===== src/design/ggh_pkg.sv =====
// ----------------------------------------------------------------------------
// Go-to-goal heading controller package
// Shared widths, constants, register codes, the CORDIC arctangent table and
// the structs that travel between the controller's modules.
// ----------------------------------------------------------------------------
package ggh_pkg;

   // Fixed field widths.
   localparam int HEAD_WIDTH      = 15;
   localparam int SPEED_WIDTH     = 16;
   localparam int RATE_WIDTH      = 16;
   localparam int GAIN_WIDTH      = 16;
   localparam int ATOL_WIDTH      = 15;
   localparam int GTOL_WIDTH      = 31;

   // Angle accumulator in Q.29 and the derived datapath widths.
   localparam int Z_WIDTH         = 34;
   localparam int Z_SHIFT         = 17;
   localparam int BEAR_WIDTH      = Z_WIDTH - Z_SHIFT;
   localparam int ERR_WIDTH       = BEAR_WIDTH + 1;
   localparam int PROD_WIDTH      = GAIN_WIDTH + 1 + ERR_WIDTH;
   localparam int TURN_FRAC       = 12;
   localparam int TURN_WIDTH      = PROD_WIDTH - TURN_FRAC;
   localparam int MAG_WIDTH       = RATE_WIDTH + 1;
   localparam int CORDIC_MAX      = 24;

   localparam logic signed [Z_WIDTH-1:0]    PI_Q29     = 34'sd1686629713;
   localparam logic signed [Z_WIDTH-1:0]    Z_ROUND    = 34'sd65536;
   localparam logic signed [PROD_WIDTH-1:0] TURN_ROUND = 35'sd2048;
   localparam logic signed [TURN_WIDTH-1:0] TURN_MAX   = 23'sd32767;
   localparam logic signed [TURN_WIDTH-1:0] TURN_MIN   = -23'sd32768;

   // Configuration port.
   localparam int CSR_ADDR_WIDTH  = 4;
   localparam int CSR_DATA_WIDTH  = 32;

   typedef enum logic [1:0] {
      REG_TURN_GAIN       = 2'd0,
      REG_ANGLE_TOLERANCE = 2'd1,
      REG_GOAL_TOLERANCE  = 2'd2,
      REG_FORWARD_SPEED   = 2'd3
   } ggh_reg_type;

   localparam logic [GAIN_WIDTH-1:0]  RST_TURN_GAIN       = 16'd1229;
   localparam logic [ATOL_WIDTH-1:0]  RST_ANGLE_TOLERANCE = 15'd205;
   localparam logic [GTOL_WIDTH-1:0]  RST_GOAL_TOLERANCE  = 31'd6554;
   localparam logic [SPEED_WIDTH-1:0] RST_FORWARD_SPEED   = 16'd819;

   typedef struct packed {
      logic [GAIN_WIDTH-1:0]  turn_gain;
      logic [ATOL_WIDTH-1:0]  angle_tolerance;
      logic [GTOL_WIDTH-1:0]  goal_tolerance;
      logic [SPEED_WIDTH-1:0] forward_speed;
   } ggh_cfg_type;

   // Side information that rides along with each word through the cells.
   typedef struct packed {
      logic                         arrived;
      logic                         zero_vec;
      logic signed [HEAD_WIDTH-1:0] heading;
   } ggh_tag_type;

   // atan(2^-i) in Q.29.
   function automatic logic signed [Z_WIDTH-1:0] ggh_atan_q29(input int idx);
      logic signed [Z_WIDTH-1:0] val;
      case (idx)
         0:       val = 34'sd421657428;
         1:       val = 34'sd248918915;
         2:       val = 34'sd131521918;
         3:       val = 34'sd66762579;
         4:       val = 34'sd33510843;
         5:       val = 34'sd16771758;
         6:       val = 34'sd8387925;
         7:       val = 34'sd4194219;
         8:       val = 34'sd2097141;
         9:       val = 34'sd1048575;
         10:      val = 34'sd524288;
         11:      val = 34'sd262144;
         12:      val = 34'sd131072;
         13:      val = 34'sd65536;
         14:      val = 34'sd32768;
         15:      val = 34'sd16384;
         16:      val = 34'sd8192;
         17:      val = 34'sd4096;
         18:      val = 34'sd2048;
         19:      val = 34'sd1024;
         20:      val = 34'sd512;
         21:      val = 34'sd256;
         22:      val = 34'sd128;
         23:      val = 34'sd64;
         default: val = '0;
      endcase
      return val;
   endfunction

endpackage


===== src/design/ggh_cordic_cell.sv =====
// ----------------------------------------------------------------------------
// Go-to-goal CORDIC cell
// One vectoring micro-rotation with its own pipeline register and handshake.
// ----------------------------------------------------------------------------
module ggh_cordic_cell #(
   parameter int STAGE    = 0,
   parameter int XY_WIDTH = 35
) (
   input  logic                               clock,
   input  logic                               reset,
   input  logic                               up_valid,
   output logic                               up_ready,
   input  logic signed [XY_WIDTH-1:0]         x_up,
   input  logic signed [XY_WIDTH-1:0]         y_up,
   input  logic signed [ggh_pkg::Z_WIDTH-1:0] z_up,
   input  ggh_pkg::ggh_tag_type               tag_up,
   output logic                               down_valid,
   input  logic                               down_ready,
   output logic signed [XY_WIDTH-1:0]         x_down,
   output logic signed [XY_WIDTH-1:0]         y_down,
   output logic signed [ggh_pkg::Z_WIDTH-1:0] z_down,
   output ggh_pkg::ggh_tag_type               tag_down
);
   import ggh_pkg::*;

   localparam logic signed [Z_WIDTH-1:0] ATAN = ggh_atan_q29(STAGE);

   logic                       valid_ff, valid_in;
   logic signed [XY_WIDTH-1:0] x_ff, x_in;
   logic signed [XY_WIDTH-1:0] y_ff, y_in;
   logic signed [Z_WIDTH-1:0]  z_ff, z_in;
   ggh_tag_type                tag_ff;
   logic                       y_pos;
   logic                       load;

   assign up_ready = !valid_ff || down_ready;
   assign load     = up_ready && up_valid;
   assign valid_in = up_ready ? up_valid : valid_ff;

   // Rotate toward the x axis: the sign of y picks the direction.
   assign y_pos = !y_up[XY_WIDTH-1] && (y_up != '0);

   always_comb begin
      if (y_pos) begin
         x_in = x_up + (y_up >>> STAGE);
         y_in = y_up - (x_up >>> STAGE);
         z_in = z_up + ATAN;
      end else begin
         x_in = x_up - (y_up >>> STAGE);
         y_in = y_up + (x_up >>> STAGE);
         z_in = z_up - ATAN;
      end
   end

   always_ff @(posedge clock) begin
      if (reset) begin
         valid_ff <= 1'b0;
      end else begin
         valid_ff <= valid_in;
      end
   end

   always_ff @(posedge clock) begin
      if (load) begin
         x_ff   <= x_in;
         y_ff   <= y_in;
         z_ff   <= z_in;
         tag_ff <= tag_up;
      end
   end

   assign down_valid = valid_ff;
   assign x_down     = x_ff;
   assign y_down     = y_ff;
   assign z_down     = z_ff;
   assign tag_down   = tag_ff;

endmodule

===== config.mk =====
export PLATFORM = sky130hd
export DESIGN_NAME = ggh_cordic_cell
export DESIGN_NICKNAME = d
export VERILOG_FILES = /design/src/design/ggh_pkg.sv /design/src/design/ggh_cordic_cell.sv
export SDC_FILE = /design/constraint.sdc
export NUM_CORES = 1
export LEC_CHECK = 0
export BUFFER_PORTS_ARGS = -buffer_cell sky130_fd_sc_hd__buf_2
export CAP_MARGIN = 20
export CORE_MARGIN = 1
export CORE_UTILIZATION = 55
export CTS_BUF_LIST = sky130_fd_sc_hd__clkbuf_8
export CTS_CLUSTER_SIZE = 25
export DETAILED_ROUTE_END_ITERATION = 16
export PLACE_DENSITY = 0.88
export SLEW_MARGIN = 30
export SYNTH_ARGS = -nofsm -noshare
export SYNTH_HDL_FRONTEND = slang
export SYNTH_SLANG_ARGS = --single-unit

===== constraint.sdc =====
create_clock -name clock -period 4.3 [get_ports clock]
set_input_delay 0 -clock clock [delete_from_list [all_inputs] [get_ports clock]]
set_output_delay 0 -clock clock [all_outputs]
set_load 0.03 [all_outputs]

Word-level counts from Yosys, hierarchy flattened
Index checks and enable logic that the tools add are counted.
- flip-flop bits (word level): 122
- input bits: 125
- output and inout bits: 123
- word-level logic and storage cells: 21
- add/sub/neg operators: 5
- multiplexer cells: 3
- reductions and logical operators: 6
- operator list (operator ; number):
    $mux 35 ; 2
    $sub 35x35->35 ; 2
    $add 35x35->35 ; 1
    $reduce_bool 35->1 ; 1
    $add 34x30->34 const B ; 1
    $mux 34 ; 1
    $sub 34x30->34 const B ; 1
    $logic_and 1x1->1 ; 2
    $logic_not 1->1 ; 2
    $logic_or 1x1->1 ; 1

Depth between registers and ports, before layout
- depth after elaboration: 3
- mapped depth: 18
- depth with buffers taken out: 15

Worst setup path after synthesis
OpenSTA, ideal clock, no wires.
- path type: register -> register
- from: register valid_ff, in the netlist down_valid
- to: register tag_ff, in the netlist tag_down[0], enable pin
- library setup time: 0.493 ns
- data arrival time: 3.551 ns
- data required time: 3.807 ns
- slack: 0.257 ns
- stages on the path, launching flop included: 3
- path buffers: 0
- clock period less this slack: 4.043 ns
- cells stage by stage: dfxtp_1 nand2b_1 and2_1
- cells in the longest elaborated chain, start to end: 3
- RTL lines (what ; RTL line ; text):
    start, declared ; ggh_cordic_cell.sv:28 ; logic valid_ff, valid_in;
    start signal, assigned ; ggh_cordic_cell.sv:59 ; valid_ff <= valid_in;
    $logic_not 1->1 ; ggh_cordic_cell.sv:36 ; assign up_ready = !valid_ff || down_ready;
    $logic_or 1x1->1 ; ggh_cordic_cell.sv:36 ;
    net up_ready ; ggh_cordic_cell.sv:12 ; output logic up_ready,
    $logic_and 1x1->1 ; ggh_cordic_cell.sv:37 ; assign load = up_ready && up_valid;
    net load ; ggh_cordic_cell.sv:34 ; logic load;
    end signal, assigned ; ggh_cordic_cell.sv:68 ; tag_ff <= tag_up;
    end, declared ; ggh_cordic_cell.sv:32 ; ggh_tag_type tag_ff;
The timed path passes the listed nets, and every way through them passes these cells.
A chain may end at the register's enable or synchronous reset.

Final worst setup path
- from: input y_up[0]
- to: register z_ff[30], in the netlist z_down[30] (data pin)
- cells in the longest elaborated chain, start to end: 3
- RTL lines (what ; RTL line ; text):
    start, declared ; ggh_cordic_cell.sv:14 ; input logic signed [XY_WIDTH-1:0] y_up,
    $reduce_bool 35->1 ; ggh_cordic_cell.sv:41 ; assign y_pos = !y_up[XY_WIDTH-1] && (y_up != '0);
    $logic_and 1x1->1 ; ggh_cordic_cell.sv:41 ;
    $mux 34 ; ggh_cordic_cell.sv:44 ; if (y_pos) begin
    net z_in[30] ; ggh_cordic_cell.sv:31 ; logic signed [Z_WIDTH-1:0] z_ff, z_in;
    end signal, assigned ; ggh_cordic_cell.sv:67 ; z_ff <= z_in;
    end, declared ; ggh_cordic_cell.sv:31 ;
The timed path passes the listed nets, and every way through them passes these cells.

==> summary.txt <==
Place
  – Final Wtd Congestion: 0.9949
  – Placed Instance Area: 12,690 um2
  – IO buf count: 247
  – Post-DP HPWL: 25.95 mm

Synthesis
  – Register area share after synthesis: 32.22%
  – Most used DFF post-synth: edfxtp_1
  – Number of synthesized flops with an enable pin: 120
  – Netlist cell types: 78
  – Mean Syn Cell Area: 8.821 um2
  – Synth Register Bits: 121
  – Synth warnings: 0
  – FFs w/ async S/R, synth: 0%
  – Mapped cell area: 11,250 um2
  – Synth Instances: 1,275
  – Post-synth net total: 1,536

Min path
  – Min-Delay Path Class: input port to register
  – Worst hold stages: 3

Final layout
  – Multi-input logic area: 6928 um2
  – # nets final: 1,791
  – Share of cells above drive strength 1: 20.67%
  – Fin util: 67.41%
  – Final instance area: 13,330 um2
  – Layout area overhead: 18.56%
  – Sequential cell area: 3623 um2
  – # fillers: 1,646

Worst setup path
  – CP Max Fanout: 17
  – Crit path arrival time: 4.21 ns
  – Critical path, cell by cell: dlygate4sd3_1, buf_2, nor4_1, buf_4, nand4_1, nor3_1, or2_4, inv_2, ha_1, nor2b_1, o31a_1, o31a_1, o221ai_1, nand2b_1, a21o_1, a41oi_1, a221oi_1, xor2_1
  – Top cell by count, worst path: o31a_1
  – CP startpoint kind: input port
  – Worst Path Required: 4.51 ns
  – R2R cell count: 3
  – Worst path slowest cell: dlygate4sd3_1
  – Critical path endpoint category: register
  – CP peak stage delay: 0.56 ns
  – Critical path class: input port to register

Power
  – Leakage power: 5.910 nW
  – P_sw: 1.798 mW
  – Worst VDD drop: 202.3 uV
  – Combinational power share: 40.5%
  – Sw Ratio: 41.37%
  – Cell-internal power: 2.548 mW
  – Sequential fraction of design power: 35.6%
  – Pwr per Cell Area: 325.9 nW/um2
  – Clock power share: 23.9%

STA
  – Pins over their slew limit: 0
  – Fin Hold WS: 0.03879 ns
  – F_max: 250.1 MHz
  – Rel. slew slack: 51.76%
  – Setup tns final: 0 ns
  – Setup-failing EPs final: 0
  – Skew final: 0.01148 ns
  – Worst-Margin Slew: 0.7175 ns
  – Final min period: 3.998 ns
  – Final period util: 92.98%
  – Hold Vio Cnt, Final: 0
  – RSZ-0062 raised after global routing: false

Route
  – Post-route ant nets: 0
  – Wire per inst: 18.75 um
  – Residual DRC: 0
  – Vias/cell: 6.028
  – Starting DRT DRC Count: 876
  – Via count: 10.91k
  – Detailed Routing Iterations Pass 1: 6
  – DRT Wirelength: 33.92 mm

Run
  – Max-Cap Viols: 0

Global route
  – Total gr overflow: 0
  – Initial antenna violation count: 0
  – Vias in the first global route: 10.29k
  – Tot GR Track Use: 31.71%
  – First-pass GRT wire length: 53.10 mm
  – Largest net degree at the start of global routing: 55

Floorplanning
  – DIE AREA: 21,030 um2
  – Row count: 51
  – Die height: 145 um
  – Die width: 145 um
  – Initial Utilization: 56.86%
  – Core Footprint: 19,780 um2
  – # IOs: 248

Clocking
  – CTS tree: yes
  – Latest clock arrival within the worst-skew pair: 0.45 ns
  – Clock transition at path regs: 0.10 ns
  – CTS Root Cell: clkbuf_8
  – TritonCTS Buffers: 17
  – Post-CTS Repair Setup Buffers: 0
  – Htree depth: 4
  – Longest Clk Path Bufs: 2
  – CTS sink count: 121

Status
  – Status: finished, final reports clean
==> critical path, delay by kind of cell <==
kind	cells	cell delay, ns
AO/OA/AOI/OAI	6	1.59
buffers and inverters	4	1.04
AND/OR/NAND/NOR	6	1.04
XOR/XNOR	1	0.16
adder cells (fa/ha/maj)	1	0.38
==> final timing paths <==
check / from / to / slack [ns]
min reg2reg: down_valid$_SDFFE_PP0N_ / y_down[30]$_DFFE_PP_ / 1.04
min: z_up[32] / z_down[32]$_DFFE_PP_ / 0.04
max reg2reg: down_valid$_SDFFE_PP0N_ / z_down[33]$_DFFE_PP_ / 2.33
max: y_up[0] / z_down[30]$_DFFE_PP_ / 0.30
==> sequential cells by signal, summed over array words and instances (netlist names) <==
signal      flops
z_down         34
tag_down       17
down_valid      1
x_down         34
y_down         35
==> cells in the mapped netlist, types with 14 or more instances <==
master    count  area share [%]
nor2_1      106             3.5
o21ai_0      78             3.5
inv_1       118             3.9
nand4_1      18             1.0
edfxtp_1    120              32
nor3_1       29             1.3
nor4_1       17            0.95
buf_2        17            0.76
mux2i_1      16             1.4
nand2_1      50             1.7
xnor2_1      85             6.6
a21oi_1     162             7.2
a21o_1       29             1.9
nand3_1      29             1.3
clkbuf_1     27            0.90
ha_1        132              15
o21bai_1     29             1.9
nand2b_1     14            0.78
or3_1        15            0.83
==> metrics by stage <==
stage	instances	power [mW]	setup slack, ns
4_1_cts	1808	4.325	0.3009
3_3_place_gp	1751	3.253	0.2072
5_1_grt	1808	4.539	0.006201
3_5_place_dp	1751	3.270	0.2098
6_report	1809	4.346	0.3017
2_1_floorplan	1275	2.794	0.2569
==> power by group through the flow <==
stage | Clock [mW] | Combinational (mW) | Sequential (mW)
after global routing | 1.10 | 1.88 | 1.56
after detailed placement | 0 | 1.70 | 1.57
after CTS | 1.05 | 1.73 | 1.55
after floorplan | 0 | 0.924 | 1.87
final | 1.04 | 1.76 | 1.55
after global placement | 0 | 1.68 | 1.57
==> what timing repair did <==
action	CTS	global route
hold endpoints to repair	24	0
resized for setup	0	0
hold buffers	25	0
==> area by class of cell <==
type,instances,area share [%]
repair buffers,286,11.94
clock inverters,15,1.154
multi-input cells,979,51.96
flip-flops and latches,121,27.17
well taps,265,2.487
diodes,1,0.01877
clock buffers,17,1.755
inverters,125,3.519
==> cell families (layout without fill, tap and decap cells) <==
family | after synthesis | count (layout) | synth area share, %
muxes | 16 | 16 | 1.424
DFF | 121 | 121 | 32.22
AOI/OAI and AO/OA | 411 | 411 | 23.25
buffers and inverters | 175 | 443 | 6.230
other | 0 | 1 | 0
xor gates and xnor gates | 93 | 93 | 7.242
and+or+nand+nor | 323 | 323 | 14.24
adders and majority gates | 136 | 136 | 15.40
==> layer usage <==
metal	routed length [um]	GRT usage, %	share of wire [%]
met1	14440	41.22	43
met2	16040	53.49	47
met3	2591	5.629	7.6
met4	847	9.628	2.5
met5	0	0	0
==> cell usage in the layout, fill, tap and decap left out, types with 7 or more instances in the layout <==
| master | count |
|---|---|
| edfxtp_1 | 120 |
| nand2b_1 | 14 |
| a21o_1 | 29 |
| o21ai_0 | 78 |
| nor2_1 | 106 |
| inv_1 | 117 |
| nor4_1 | 17 |
| a211oi_1 | 8 |
| nand2_1 | 50 |
| mux2i_1 | 16 |
| nor2b_1 | 12 |
| buf_2 | 247 |
| o31ai_1 | 11 |
| nor3_1 | 29 |
| or3_1 | 15 |
| clkinv_1 | 7 |
| a21boi_0 | 8 |
| a21oi_1 | 162 |
| dlygate4sd3_1 | 25 |
| xnor2_1 | 85 |
| buf_4 | 14 |
| clkbuf_8 | 17 |
| nand3_1 | 29 |
| ha_1 | 132 |
| nand4_1 | 18 |
| xor2_1 | 8 |
| o21bai_1 | 29 |
| o211ai_1 | 12 |
| a221oi_1 | 9 |
(Power assumes the default switching activity.)
