--- config.mk ---
export PLATFORM = sky130hd
export DESIGN_NAME = ggh_csr
export DESIGN_NICKNAME = d
export VERILOG_FILES = /design/src/design/ggh_pkg.sv /design/src/design/ggh_csr.sv
export SDC_FILE = /design/constraint.sdc
export NUM_CORES = 1
export LEC_CHECK = 0
export BUFFER_PORTS_ARGS = -buffer_cell sky130_fd_sc_hd__buf_2
export CAP_MARGIN = 40
export CORE_MARGIN = 1
export CORE_UTILIZATION = 52
export DETAILED_ROUTE_END_ITERATION = 8
export PLACE_DENSITY = 0.95
export SLEW_MARGIN = 20
export SYNTH_ARGS = -nofsm -noshare
export SYNTH_HDL_FRONTEND = slang
export SYNTH_SLANG_ARGS = --single-unit
--- constraint.sdc ---
create_clock -name clock -period 3 [get_ports clock]
set_input_delay 0.6 -clock clock [delete_from_list [all_inputs] [get_ports clock]]
set_output_delay 0.6 -clock clock [all_outputs]
set_load 0.05 [all_outputs]
--- src/design/ggh_pkg.sv ---
// ----------------------------------------------------------------------------
// Go-to-goal heading controller package
// Shared widths, constants, register codes, the CORDIC arctangent table and
// the structs that travel between the controller's modules.
// ----------------------------------------------------------------------------
package ggh_pkg;

   // Fixed field widths.
   localparam int HEAD_WIDTH      = 15;
   localparam int SPEED_WIDTH     = 16;
   localparam int RATE_WIDTH      = 16;
   localparam int GAIN_WIDTH      = 16;
   localparam int ATOL_WIDTH      = 15;
   localparam int GTOL_WIDTH      = 31;

   // Angle accumulator in Q.29 and the derived datapath widths.
   localparam int Z_WIDTH         = 34;
   localparam int Z_SHIFT         = 17;
   localparam int BEAR_WIDTH      = Z_WIDTH - Z_SHIFT;
   localparam int ERR_WIDTH       = BEAR_WIDTH + 1;
   localparam int PROD_WIDTH      = GAIN_WIDTH + 1 + ERR_WIDTH;
   localparam int TURN_FRAC       = 12;
   localparam int TURN_WIDTH      = PROD_WIDTH - TURN_FRAC;
   localparam int MAG_WIDTH       = RATE_WIDTH + 1;
   localparam int CORDIC_MAX      = 24;

   localparam logic signed [Z_WIDTH-1:0]    PI_Q29     = 34'sd1686629713;
   localparam logic signed [Z_WIDTH-1:0]    Z_ROUND    = 34'sd65536;
   localparam logic signed [PROD_WIDTH-1:0] TURN_ROUND = 35'sd2048;
   localparam logic signed [TURN_WIDTH-1:0] TURN_MAX   = 23'sd32767;
   localparam logic signed [TURN_WIDTH-1:0] TURN_MIN   = -23'sd32768;

   // Configuration port.
   localparam int CSR_ADDR_WIDTH  = 4;
   localparam int CSR_DATA_WIDTH  = 32;

   typedef enum logic [1:0] {
      REG_TURN_GAIN       = 2'd0,
      REG_ANGLE_TOLERANCE = 2'd1,
      REG_GOAL_TOLERANCE  = 2'd2,
      REG_FORWARD_SPEED   = 2'd3
   } ggh_reg_type;

   localparam logic [GAIN_WIDTH-1:0]  RST_TURN_GAIN       = 16'd1229;
   localparam logic [ATOL_WIDTH-1:0]  RST_ANGLE_TOLERANCE = 15'd205;
   localparam logic [GTOL_WIDTH-1:0]  RST_GOAL_TOLERANCE  = 31'd6554;
   localparam logic [SPEED_WIDTH-1:0] RST_FORWARD_SPEED   = 16'd819;

   typedef struct packed {
      logic [GAIN_WIDTH-1:0]  turn_gain;
      logic [ATOL_WIDTH-1:0]  angle_tolerance;
      logic [GTOL_WIDTH-1:0]  goal_tolerance;
      logic [SPEED_WIDTH-1:0] forward_speed;
   } ggh_cfg_type;

   // Side information that rides along with each word through the cells.
   typedef struct packed {
      logic                         arrived;
      logic                         zero_vec;
      logic signed [HEAD_WIDTH-1:0] heading;
   } ggh_tag_type;

   // atan(2^-i) in Q.29.
   function automatic logic signed [Z_WIDTH-1:0] ggh_atan_q29(input int idx);
      logic signed [Z_WIDTH-1:0] val;
      case (idx)
         0:       val = 34'sd421657428;
         1:       val = 34'sd248918915;
         2:       val = 34'sd131521918;
         3:       val = 34'sd66762579;
         4:       val = 34'sd33510843;
         5:       val = 34'sd16771758;
         6:       val = 34'sd8387925;
         7:       val = 34'sd4194219;
         8:       val = 34'sd2097141;
         9:       val = 34'sd1048575;
         10:      val = 34'sd524288;
         11:      val = 34'sd262144;
         12:      val = 34'sd131072;
         13:      val = 34'sd65536;
         14:      val = 34'sd32768;
         15:      val = 34'sd16384;
         16:      val = 34'sd8192;
         17:      val = 34'sd4096;
         18:      val = 34'sd2048;
         19:      val = 34'sd1024;
         20:      val = 34'sd512;
         21:      val = 34'sd256;
         22:      val = 34'sd128;
         23:      val = 34'sd64;
         default: val = '0;
      endcase
      return val;
   endfunction

endpackage

--- src/design/ggh_csr.sv ---
// ----------------------------------------------------------------------------
// Go-to-goal configuration registers
// APB-style register file holding gain, tolerances and forward speed.
// ----------------------------------------------------------------------------
module ggh_csr (
   input  logic                                clock,
   input  logic                                reset,
   input  logic                                psel,
   input  logic                                penable,
   input  logic                                pwrite,
   input  logic [ggh_pkg::CSR_ADDR_WIDTH-1:0]  paddr,
   input  logic [ggh_pkg::CSR_DATA_WIDTH-1:0]  pwdata,
   output logic [ggh_pkg::CSR_DATA_WIDTH-1:0]  prdata,
   output logic                                pready,
   output ggh_pkg::ggh_cfg_type                cfg
);
   import ggh_pkg::*;

   ggh_cfg_type cfg_ff;
   ggh_cfg_type cfg_in;
   ggh_reg_type reg_idx;
   logic        wr_en;

   assign reg_idx = ggh_reg_type'(paddr[CSR_ADDR_WIDTH-1:2]);
   assign wr_en   = psel && penable && pwrite;
   assign pready  = 1'b1;
   assign cfg     = cfg_ff;

   always_comb begin
      cfg_in = cfg_ff;
      if (wr_en) begin
         case (reg_idx)
            REG_TURN_GAIN:       cfg_in.turn_gain       = pwdata[GAIN_WIDTH-1:0];
            REG_ANGLE_TOLERANCE: cfg_in.angle_tolerance = pwdata[ATOL_WIDTH-1:0];
            REG_GOAL_TOLERANCE:  cfg_in.goal_tolerance  = pwdata[GTOL_WIDTH-1:0];
            REG_FORWARD_SPEED:   cfg_in.forward_speed   = pwdata[SPEED_WIDTH-1:0];
            default:             cfg_in = cfg_ff;
         endcase
      end
   end

   always_comb begin
      case (reg_idx)
         REG_TURN_GAIN:       prdata = CSR_DATA_WIDTH'(cfg_ff.turn_gain);
         REG_ANGLE_TOLERANCE: prdata = CSR_DATA_WIDTH'(cfg_ff.angle_tolerance);
         REG_GOAL_TOLERANCE:  prdata = CSR_DATA_WIDTH'(cfg_ff.goal_tolerance);
         REG_FORWARD_SPEED:   prdata = CSR_DATA_WIDTH'(cfg_ff.forward_speed);
         default:             prdata = '0;
      endcase
   end

   always_ff @(posedge clock) begin
      if (reset) begin
         cfg_ff.turn_gain       <= RST_TURN_GAIN;
         cfg_ff.angle_tolerance <= RST_ANGLE_TOLERANCE;
         cfg_ff.goal_tolerance  <= RST_GOAL_TOLERANCE;
         cfg_ff.forward_speed   <= RST_FORWARD_SPEED;
      end else begin
         cfg_ff <= cfg_in;
      end
   end

endmodule

After elaboration in Yosys (flattened, before gate mapping)
Index checks and enable logic that the tools add are counted.
W data, S select, Z words.
Storage, ports and cells
  logic and storage cells: 15
  output and inout port bits: 111
  flip-flop bits (word level): 78
Cells by class
  reductions and logical operators: 7
  equality and inequality tests: 3
  muxes and demuxes: 1
Operators with widths (number)
  $pmux W32 S4: 1
  $reduce_and A2 Y1: 4
  $eq A2 B2 Y1 const B: 2
  $eq A2 B1 Y1 const B: 1
  $logic_and A1 B1 Y1: 2
  $logic_not A2 Y1: 1

Depth between registers and ports, before layout
Gate-level depths: netlist (run 1).
  depth in word-level cells: 3
  mapped depth: 6
  depth with buffers taken out: 3

Worst setup path before layout (run 1)
OpenSTA, ideal clock, no wires.
  path type: input-to-output
  start: input port paddr[2] (netlist name)
  end: output port prdata[15] (netlist name)
  slack: 0.215 ns
  data required time: 2.400 ns
  stages: 4
  data arrival time: 2.185 ns
  cell sequence: buf_6 > buf_4 > buf_2 > o21ai_0
On the way
  longest elaborated chain between the ends: 2
  elaborated cells on any way between the ends: 5
  those cells by class: eq/ne (3); mux (1); reduce/logical (1)
Ends and longest elaborated chain
  start: declaration: line ggh_csr.sv:11  | input logic [ggh_pkg::CSR_ADDR_WIDTH-1:0] paddr,
  $eq A2 B2 Y1, or another cell as far along: line ggh_csr.sv:43  | case (reg_idx)
  $pmux W32 S4 (*): line ggh_csr.sv:43
  end: declaration: line ggh_csr.sv:13  | output logic [ggh_pkg::CSR_DATA_WIDTH-1:0] prdata,
Mark *: on every way between the ends. The rest lies on a longest branch, timed or not. The select of a mux whose other input is x is not followed.

Worst setup path after layout (run 1)
  start: input port paddr[2] (netlist name)
  end: output port prdata[2] (netlist name)
The elaborated chain is that of the path after synthesis.

==> results of run 1 <==
-- synth_stat cells --
| master | n | area (µm²) |
|---|---|---|
| nand3_1 | 17 | 85.08 |
| clkbuf_1 | 11 | 41.29 |
| and3_1 | 1 | 6.260 |
| buf_6 | 3 | 33.78 |
| a21bo_2 | 15 | 150.1 |
| and2_1 | 16 | 100.1 |
| o21ai_0 | 19 | 95.09 |
| conb_1 | 2 | 7.510 |
| nand3_2 | 2 | 20.02 |
| nor3b_1 | 1 | 7.510 |
| mux2i_1 | 53 | 530.5 |
| buf_4 | 10 | 75.07 |
| nand2b_1 | 41 | 256.5 |
| dfxtp_1 | 78 | 1562 |
| nand2_1 | 1 | 3.750 |
| nor2b_1 | 8 | 50.05 |
| nor2_1 | 38 | 142.6 |
| nor3_4 | 1 | 16.27 |
| a21oi_1 | 18 | 90.09 |
| nand2_2 | 1 | 6.260 |
| buf_2 | 10 | 50.05 |
| mux4_2 | 15 | 337.8 |
| a21bo_1 | 1 | 10.01 |
| nand4_1 | 2 | 12.51 |
| nor2b_2 | 1 | 8.760 |
| nand3b_1 | 1 | 7.510 |
| or3_4 | 1 | 11.26 |
-- logic make-up after synthesis --
group,synth area share (%)
and+or+nand+nor,19.76
DFF,42.01
muxes,23.36
AOI/OAI and AO/OA,9.290
buffers and inverters,5.385
other,0.2020
-- metal layers --
layer	track usage [%]	wire length [µm]
met4	12.27	170
met2	43.87	4898
met3	5.524	587
met5	0	0
met1	30.87	3822
-- area by class of cell --
class	count	area, µm²	area share [%]
repair buffers	155	823.3	17.55
clock inverters	7	102.6	2.187
clock buffers	9	123.9	2.640
well taps	96	120.1	2.560
multi-input cells	255	1961	41.79
flip-flops and latches	78	1562	33.28
-- placed cells by master (no fill, tap or decap), types with 2 or more instances in the layout --
cell,instances
nand4_1,2
a21oi_1,18
conb_1,2
buf_4,7
nand3_2,2
inv_6,3
a21bo_2,15
nand3_1,17
clkbuf_8,9
and2_1,16
dfxtp_1,78
nand2b_1,41
bufinv_16,2
mux2i_1,53
buf_12,2
buf_2,146
mux4_2,15
o21ai_0,19
nor2b_1,8
nor2_1,38
-- tightest hold or removal path: stages (launching register included) --
cell      delay, ns
dfxtp_1        0.32
nand2b_1       0.07
mux2i_1        0.06
-- worst paths after layout --
| kind | start | end | slack (ns) |
|---|---|---|---|
| worst max register to register | cfg[34] | cfg[34] | 2.16 |
| worst min-delay path | cfg[25] | cfg[25] | 0.49 |
| worst max-delay path | paddr[2] | prdata[2] | 0.41 |
| worst min register to register | cfg[25] | cfg[25] | 0.49 |
-- where the power goes --
group          switching (mW)  internal, mW
sequential             0.0102          1.05
clock                   0.415         0.479
combinational           0.200        0.0937
total                   0.626          1.62
==> metrics.md, run 1 <==
| Metric | Value |
|---|---|
| Outcome | finished, final reports clean |
| RSZ-0062 raised after global routing | no |
| P per Cell Area | 478.8 mW/mm² |
| Crit path time final | 2.585 ns |
| Slowest cell delay on critical path | 0.60 ns |
| Worst slew pin tran | 0.7180 ns |
| Buffers on Ports | 146 |
| Startpoint class of the critical path | primary input |
| Critical path class | in2out |
| Post-cts sizing count | 0 |
| Total track usage | 25.68% |
| Critical-path top delay cell | mux4_2 |
| Total power | 2.246 mW |
| Hold_buf cts | 0 |
| Worst-path cell chain | buf_2, mux4_2, buf_2 |
| Initial antenna violation count | 0 |
| Post-Route Setup TNS | 0 ns |
| CP max FO | 26 |
| I/O pin count | 152 |
| Hold Path Cell Cnt | 2 |
| Final WS setup | 0.4147 ns |
| Final period util | 86.18% |
| N_diodes | 0 |
| Synth Warn # | 0 |
| Clk sink count | 78 |
| Wire per inst | 15.80 µm |
| Critical path depth in cells | 3 |
| Via/cell ratio | 5.278 |
| Register area share after synthesis | 42.01% |
| Final Hold Vio Count | 0 |
| Final Skew | 0 ns |
| Final HPWL DP | 6.451 mm |
| Cell family with most CP delay | buffers and inverters |
| Fmax | 386.8 MHz |
| CTS max path bufs | 2 |
| CORE AREA | 0.006832 mm² |
| Worst R2R Path Depth | 2 |
| Die width | 86.55 µm |
| Initial DRC Count | 117 |
| Max FFs per register | 78 |
| Setup Viol. Count Final | 0 |
| Grt total ovfl | 0 |
| H-tree Lvls | 3 |
| Syn Nets | 408 |
| Total of max-cap violations | 0 |
| Root buffer cell | clkbuf_8 |
| Effective utilization at floorplan | 54.41% |
| Hold Path Class | reg2reg |
| Pins Over Slew Limit | 0 |
| DRT Pass-1 Iters | 4 |
| Crit path buf inv count | 2 |
| Worst vdd rail ir drop | 0.3046 mV |
| Worst endpoint required time | 2.40 ns |
| Row cnt | 30 |
| Area of the die | 0.007491 mm² |
| Final Non-Filler Cells | 600 |
| Vias in the first global route | 3,019 |
| Synthesized cell area | 0.003717 mm² |
| Dpl ws | 0.4291 ns |
| Nets | 540 |
| Hold slack | 0.4936 ns |
| Largest net degree at the start of global routing | 64 |
| DIE HEIGHT | 86.55 µm |
| Via Count | 3,167 |
| Post-Syn Instances | 367 |
| Placed Instances | 584 |
| Pleak | 2.180 nW |
| Num CTS Buffers | 9 |
| Crit path arrival time | 1.99 ns |
| CTS tree | yes |
| Post-route cell area | 0.004692 mm² |
| Count of different cell masters after synthesis | 27 |
| DRC | 0 |
| Post-CTS Setup Bufs | 0 |
| CP endpoint kind | output pin |
| Worst slew margin | 52.13% |
| Layout cells sized above 1 | 41.27% |
| Synthesis-to-finish area growth | 26.22% |
| Cell mode on critical path | buf_2 |
| Clk slew on worst S/H paths | 0.08 ns |
| Synth Area per Inst | 10.13 µm² |
| Final wirelength | 9.479 mm |
| Post-DRT Antenna Nets | 0 |
| Fillers | 534 |
| GPL Wtd Cong | 0.7877 |
| Worst skew pair latency | 0.34 ns |
| Synth Register Bits | 78 |
| Placed cell area | 0.004466 mm² |
| Final Util | 68.68% |
| First-pass GRT wire length | 14.59 mm |
(Power assumes the default switching activity.)
==> run 2, diff against run 1 <==
--- a/config.mk
+++ b/config.mk
@@ -5,10 +5,11 @@
 export SDC_FILE = /design/constraint.sdc
 export NUM_CORES = 1
 export LEC_CHECK = 0
+export ABC_AREA = 1
 export BUFFER_PORTS_ARGS = -buffer_cell sky130_fd_sc_hd__buf_2
 export CAP_MARGIN = 40
 export CORE_MARGIN = 1
-export CORE_UTILIZATION = 52
+export CORE_UTILIZATION = 51
 export DETAILED_ROUTE_END_ITERATION = 8
 export PLACE_DENSITY = 0.95
 export SLEW_MARGIN = 20
==> metrics.md, run 2 <==
| Metric | Value |
|---|---|
| Buffers on Ports | 146 (unchanged) |
| Layout cells sized above 1 | 26.27% (was 41.27%) |
| Largest net degree at the start of global routing | 41 (was 64) |
| Final period util | 81.00% (was 86.18%) |
| Startpoint class of the critical path | primary input (unchanged) |
| Worst slew pin tran | 0.7958 ns (was 0.7180 ns) |
| Post-cts sizing count | 0 (unchanged) |
| Max FFs per register | 78 (unchanged) |
| Worst skew pair latency | 0.35 ns (was 0.34 ns) |
| Post-Route Setup TNS | 0 ns (unchanged) |
| Num CTS Buffers | 9 (unchanged) |
| WL met3 | 838 µm (was 587 µm) |
| Synthesized cell area | 0.003578 mm² (was 0.003717 mm²) |
| Effective utilization at floorplan | 52.67% (was 54.41%) |
| Final wirelength | 10.67 mm (was 9.479 mm) |
| Clk sink count | 78 (unchanged) |
| CTS max path bufs | 2 (unchanged) |
| Pleak | 2.379 nW (was 2.180 nW) |
| Final Hold Vio Count | 0 (unchanged) |
| Post-CTS Setup Bufs | 0 (unchanged) |
| Area of the die | 0.007356 mm² (was 0.007491 mm²) |
| Row cnt | 30 (unchanged) |
| Final Skew | 0 ns (unchanged) |
| Cell family with most CP delay | buffers and inverters (unchanged) |
| Worst slew margin | 46.89% (was 52.13%) |
| Outcome | finished, final reports clean (unchanged) |
| Top cells by area, synth | dfxtp_1 44%, nand2_1 18%, nor2_1 13%, nand3_1 11%, inv_1 5.0% (was dfxtp_1 42%, mux2i_1 14%, mux4_2 9.1%, nand2b_1 6.9%, a21bo_2 4.0%) |
| Hold slack | 0.4772 ns (was 0.4936 ns) |
| CORE AREA | 0.006794 mm² (was 0.006832 mm²) |
| Die width | 85.77 µm (was 86.55 µm) |
| Root buffer cell | clkbuf_8 (unchanged) |
| Critical path class | in2out (unchanged) |
| Worst endpoint required time | 2.40 ns (about the same) |
| H-tree Lvls | 3 (unchanged) |
| I/O pin count | 152 (unchanged) |
| Worst-path cell chain | buf_2, inv_1, nor2_4, buf_4, nand2_1, nand4_1, buf_2 (was buf_2, mux4_2, buf_2) |
| Register area share after synthesis | 43.64% (was 42.01%) |
| Commonest register cell after synthesis | dfxtp_1 (unchanged) |
| Syn Nets | 605 (was 408) |
| GPL Wtd Cong | 0.8082 (was 0.7877) |
| Total of max-cap violations | 0 (unchanged) |
| Post-DRT Antenna Nets | 0 (unchanged) |
| Synth Register Bits | 78 (unchanged) |
| Crit path buf inv count | 4 (was 2) |
| Cell with the most instances after synthesis | nand2_1 (was dfxtp_1) |
| Count of different cell masters after synthesis | 14 (was 27) |
| Slowest cell delay on critical path | 0.29 ns (was 0.60 ns) |
| Initial DRC Count | 266 (was 117) |
| Total track usage | 29.52% (was 25.68%) |
| Ys async rst share | 0% (unchanged) |
| Synth Warn # | 0 (unchanged) |
| Vias in the first global route | 3,638 (was 3,019) |
| DRC | 0 (unchanged) |
| Synthesis-to-finish area growth | 28.53% (was 26.22%) |
| Cell mode on critical path | buf_2 (unchanged) |
| Via Count | 4,145 (was 3,167) |
| Initial antenna violation count | 0 (unchanged) |
| CTS tree | yes (unchanged) |
| Pins Over Slew Limit | 0 (unchanged) |
| DRT Pass-1 Iters | 5 (was 4) |
| CP max FO | 13 (was 26) |
| Reg2reg setup slack | 2.35 ns (was 2.16 ns) |
| Via/cell ratio | 5.155 (was 5.278) |
| Final HPWL DP | 7.668 mm (was 6.451 mm) |
| Wire per inst | 13.27 µm (was 15.80 µm) |
| Number of synthesized flops with an enable pin | 0 (unchanged) |
| P per Cell Area | 486.8 mW/mm² (was 478.8 mW/mm²) |
| Hold_buf cts | 0 (unchanged) |
| M1 wire length | 4.332 mm (was 3.822 mm) |
| Most frequent cells in the layout | 174 x nand2_1, 146 x buf_2, 123 x nor2_1 (was 146 x buf_2, 78 x dfxtp_1, 53 x mux2i_1) |
| Crit path arrival time | 1.83 ns (was 1.99 ns) |
| Crit path time final | 2.430 ns (was 2.585 ns) |
| Setup Viol. Count Final | 0 (unchanged) |
| Clk slew on worst S/H paths | 0.07 ns (was 0.08 ns) |
| Fmax | 411.5 MHz (was 386.8 MHz) |
| RSZ-0062 raised after global routing | no (unchanged) |
| Synth Area per Inst | 6.345 µm² (was 10.13 µm²) |
| Critical-path top delay cell | nor2_4 (was mux4_2) |
| Worst vdd rail ir drop | 0.3369 mV (was 0.3046 mV) |
| N_diodes | 0 (unchanged) |
| Final Util | 67.70% (was 68.68%) |
| Uppermost layer routed | met4 (unchanged) |
| Fillers | 602 (was 534) |
| Area leader, netlist | dfxtp_1 (unchanged) |
| Commonest non-fill, non-tap cell in the layout | nand2_1 (was buf_2) |
| Grt total ovfl | 0 (unchanged) |
| First-pass GRT wire length | 16.84 mm (was 14.59 mm) |
| Most frequent cells after synthesis | 174 x nand2_1, 125 x nor2_1, 80 x nand3_1, 78 x dfxtp_1, 48 x inv_1 (was 78 x dfxtp_1, 53 x mux2i_1, 41 x nand2b_1, 38 x nor2_1, 19 x o21ai_0) |
| DIE HEIGHT | 85.77 µm (was 86.55 µm) |
| Post-synth top area share | 43.64% (was 42.01%) |
| Nets | 744 (was 540) |
| Post-Syn Instances | 564 (was 367) |
| Met2 wire length | 5.278 mm (was 4.898 mm) |
| CP endpoint kind | output pin (unchanged) |
| Hold Path Class | in2reg (was reg2reg) |
## run 2: changes by cell type after synthesis, moves of 41 or more
cell      delta
nand2_1    +173
nand3_1     +63
nor2_1      +87
mux2i_1     -53
nand2b_1    -41
inv_1       +48
## run 2: layout make-up
type | instances | area [µm²] | area share, %
Clock buffer | 10 | 127.6 | 2.775
Multi-Input combinational cell | 402 | 1677 | 36.45
Timing Repair Buffer | 161 | 859.6 | 18.69
Inverter | 51 | 191.4 | 4.162
Clock inverter | 6 | 62.56 | 1.360
Sequential cell | 78 | 1562 | 33.95
Tap cell | 96 | 120.1 | 2.612
## run 2: logic make-up after synthesis
logic type,synth area share (%)
buffers and inverters,9.930
flip-flops,43.64
other,0.2099
AND/OR/NAND/NOR,46.22
## run 2: path summary, 6_finish.rpt
path	from	end	cells past startpoint
hold reg to reg	cfg[1]	cfg[1]	2
setup reg to reg	cfg[25]	cfg[25]	2
setup / recovery	paddr[3]	prdata[1]	7
hold / removal	pwdata[12]	cfg[28]	3
## run 2: report_power, final
group | internal (mW) | switching [mW] | leakage (nW)
logic | 0.0982 | 0.297 | 1.66
clock network | 0.381 | 0.386 | 0.0883
registers | 1.06 | 0.0183 | 0.632
total | 1.54 | 0.702 | 2.38
## run 2: through the flow
stage / setup slack, ns / power [mW] / std cells / cell area, µm²
3_3_place_gp: 0.5781 / 1.484 / 787 / 4398
2_1_floorplan: 0.7400 / 1.380 / 564 / 3578
4_1_cts: 0.5599 / 2.243 / 803 / 4588
5_1_grt: 0.4501 / 2.325 / 804 / 4599
6_report: 0.5701 / 2.239 / 804 / 4599
3_5_place_dp: 0.5586 / 1.493 / 787 / 4398
## run 2: metal layers
layer  up-vias  track usage (%)
li1       2007                -
met5         -                0
met3        19            4.909
met1      1887            34.22
met2       232            53.45
met4         0            13.03
## run 2: tightest hold or removal path, delay by kind of cell
| kind | cells | cell delay (ns) |
|---|---|---|
| buffers and inverters | 1 | 0.08 |
| AND/OR/NAND/NOR | 2 | 0.11 |
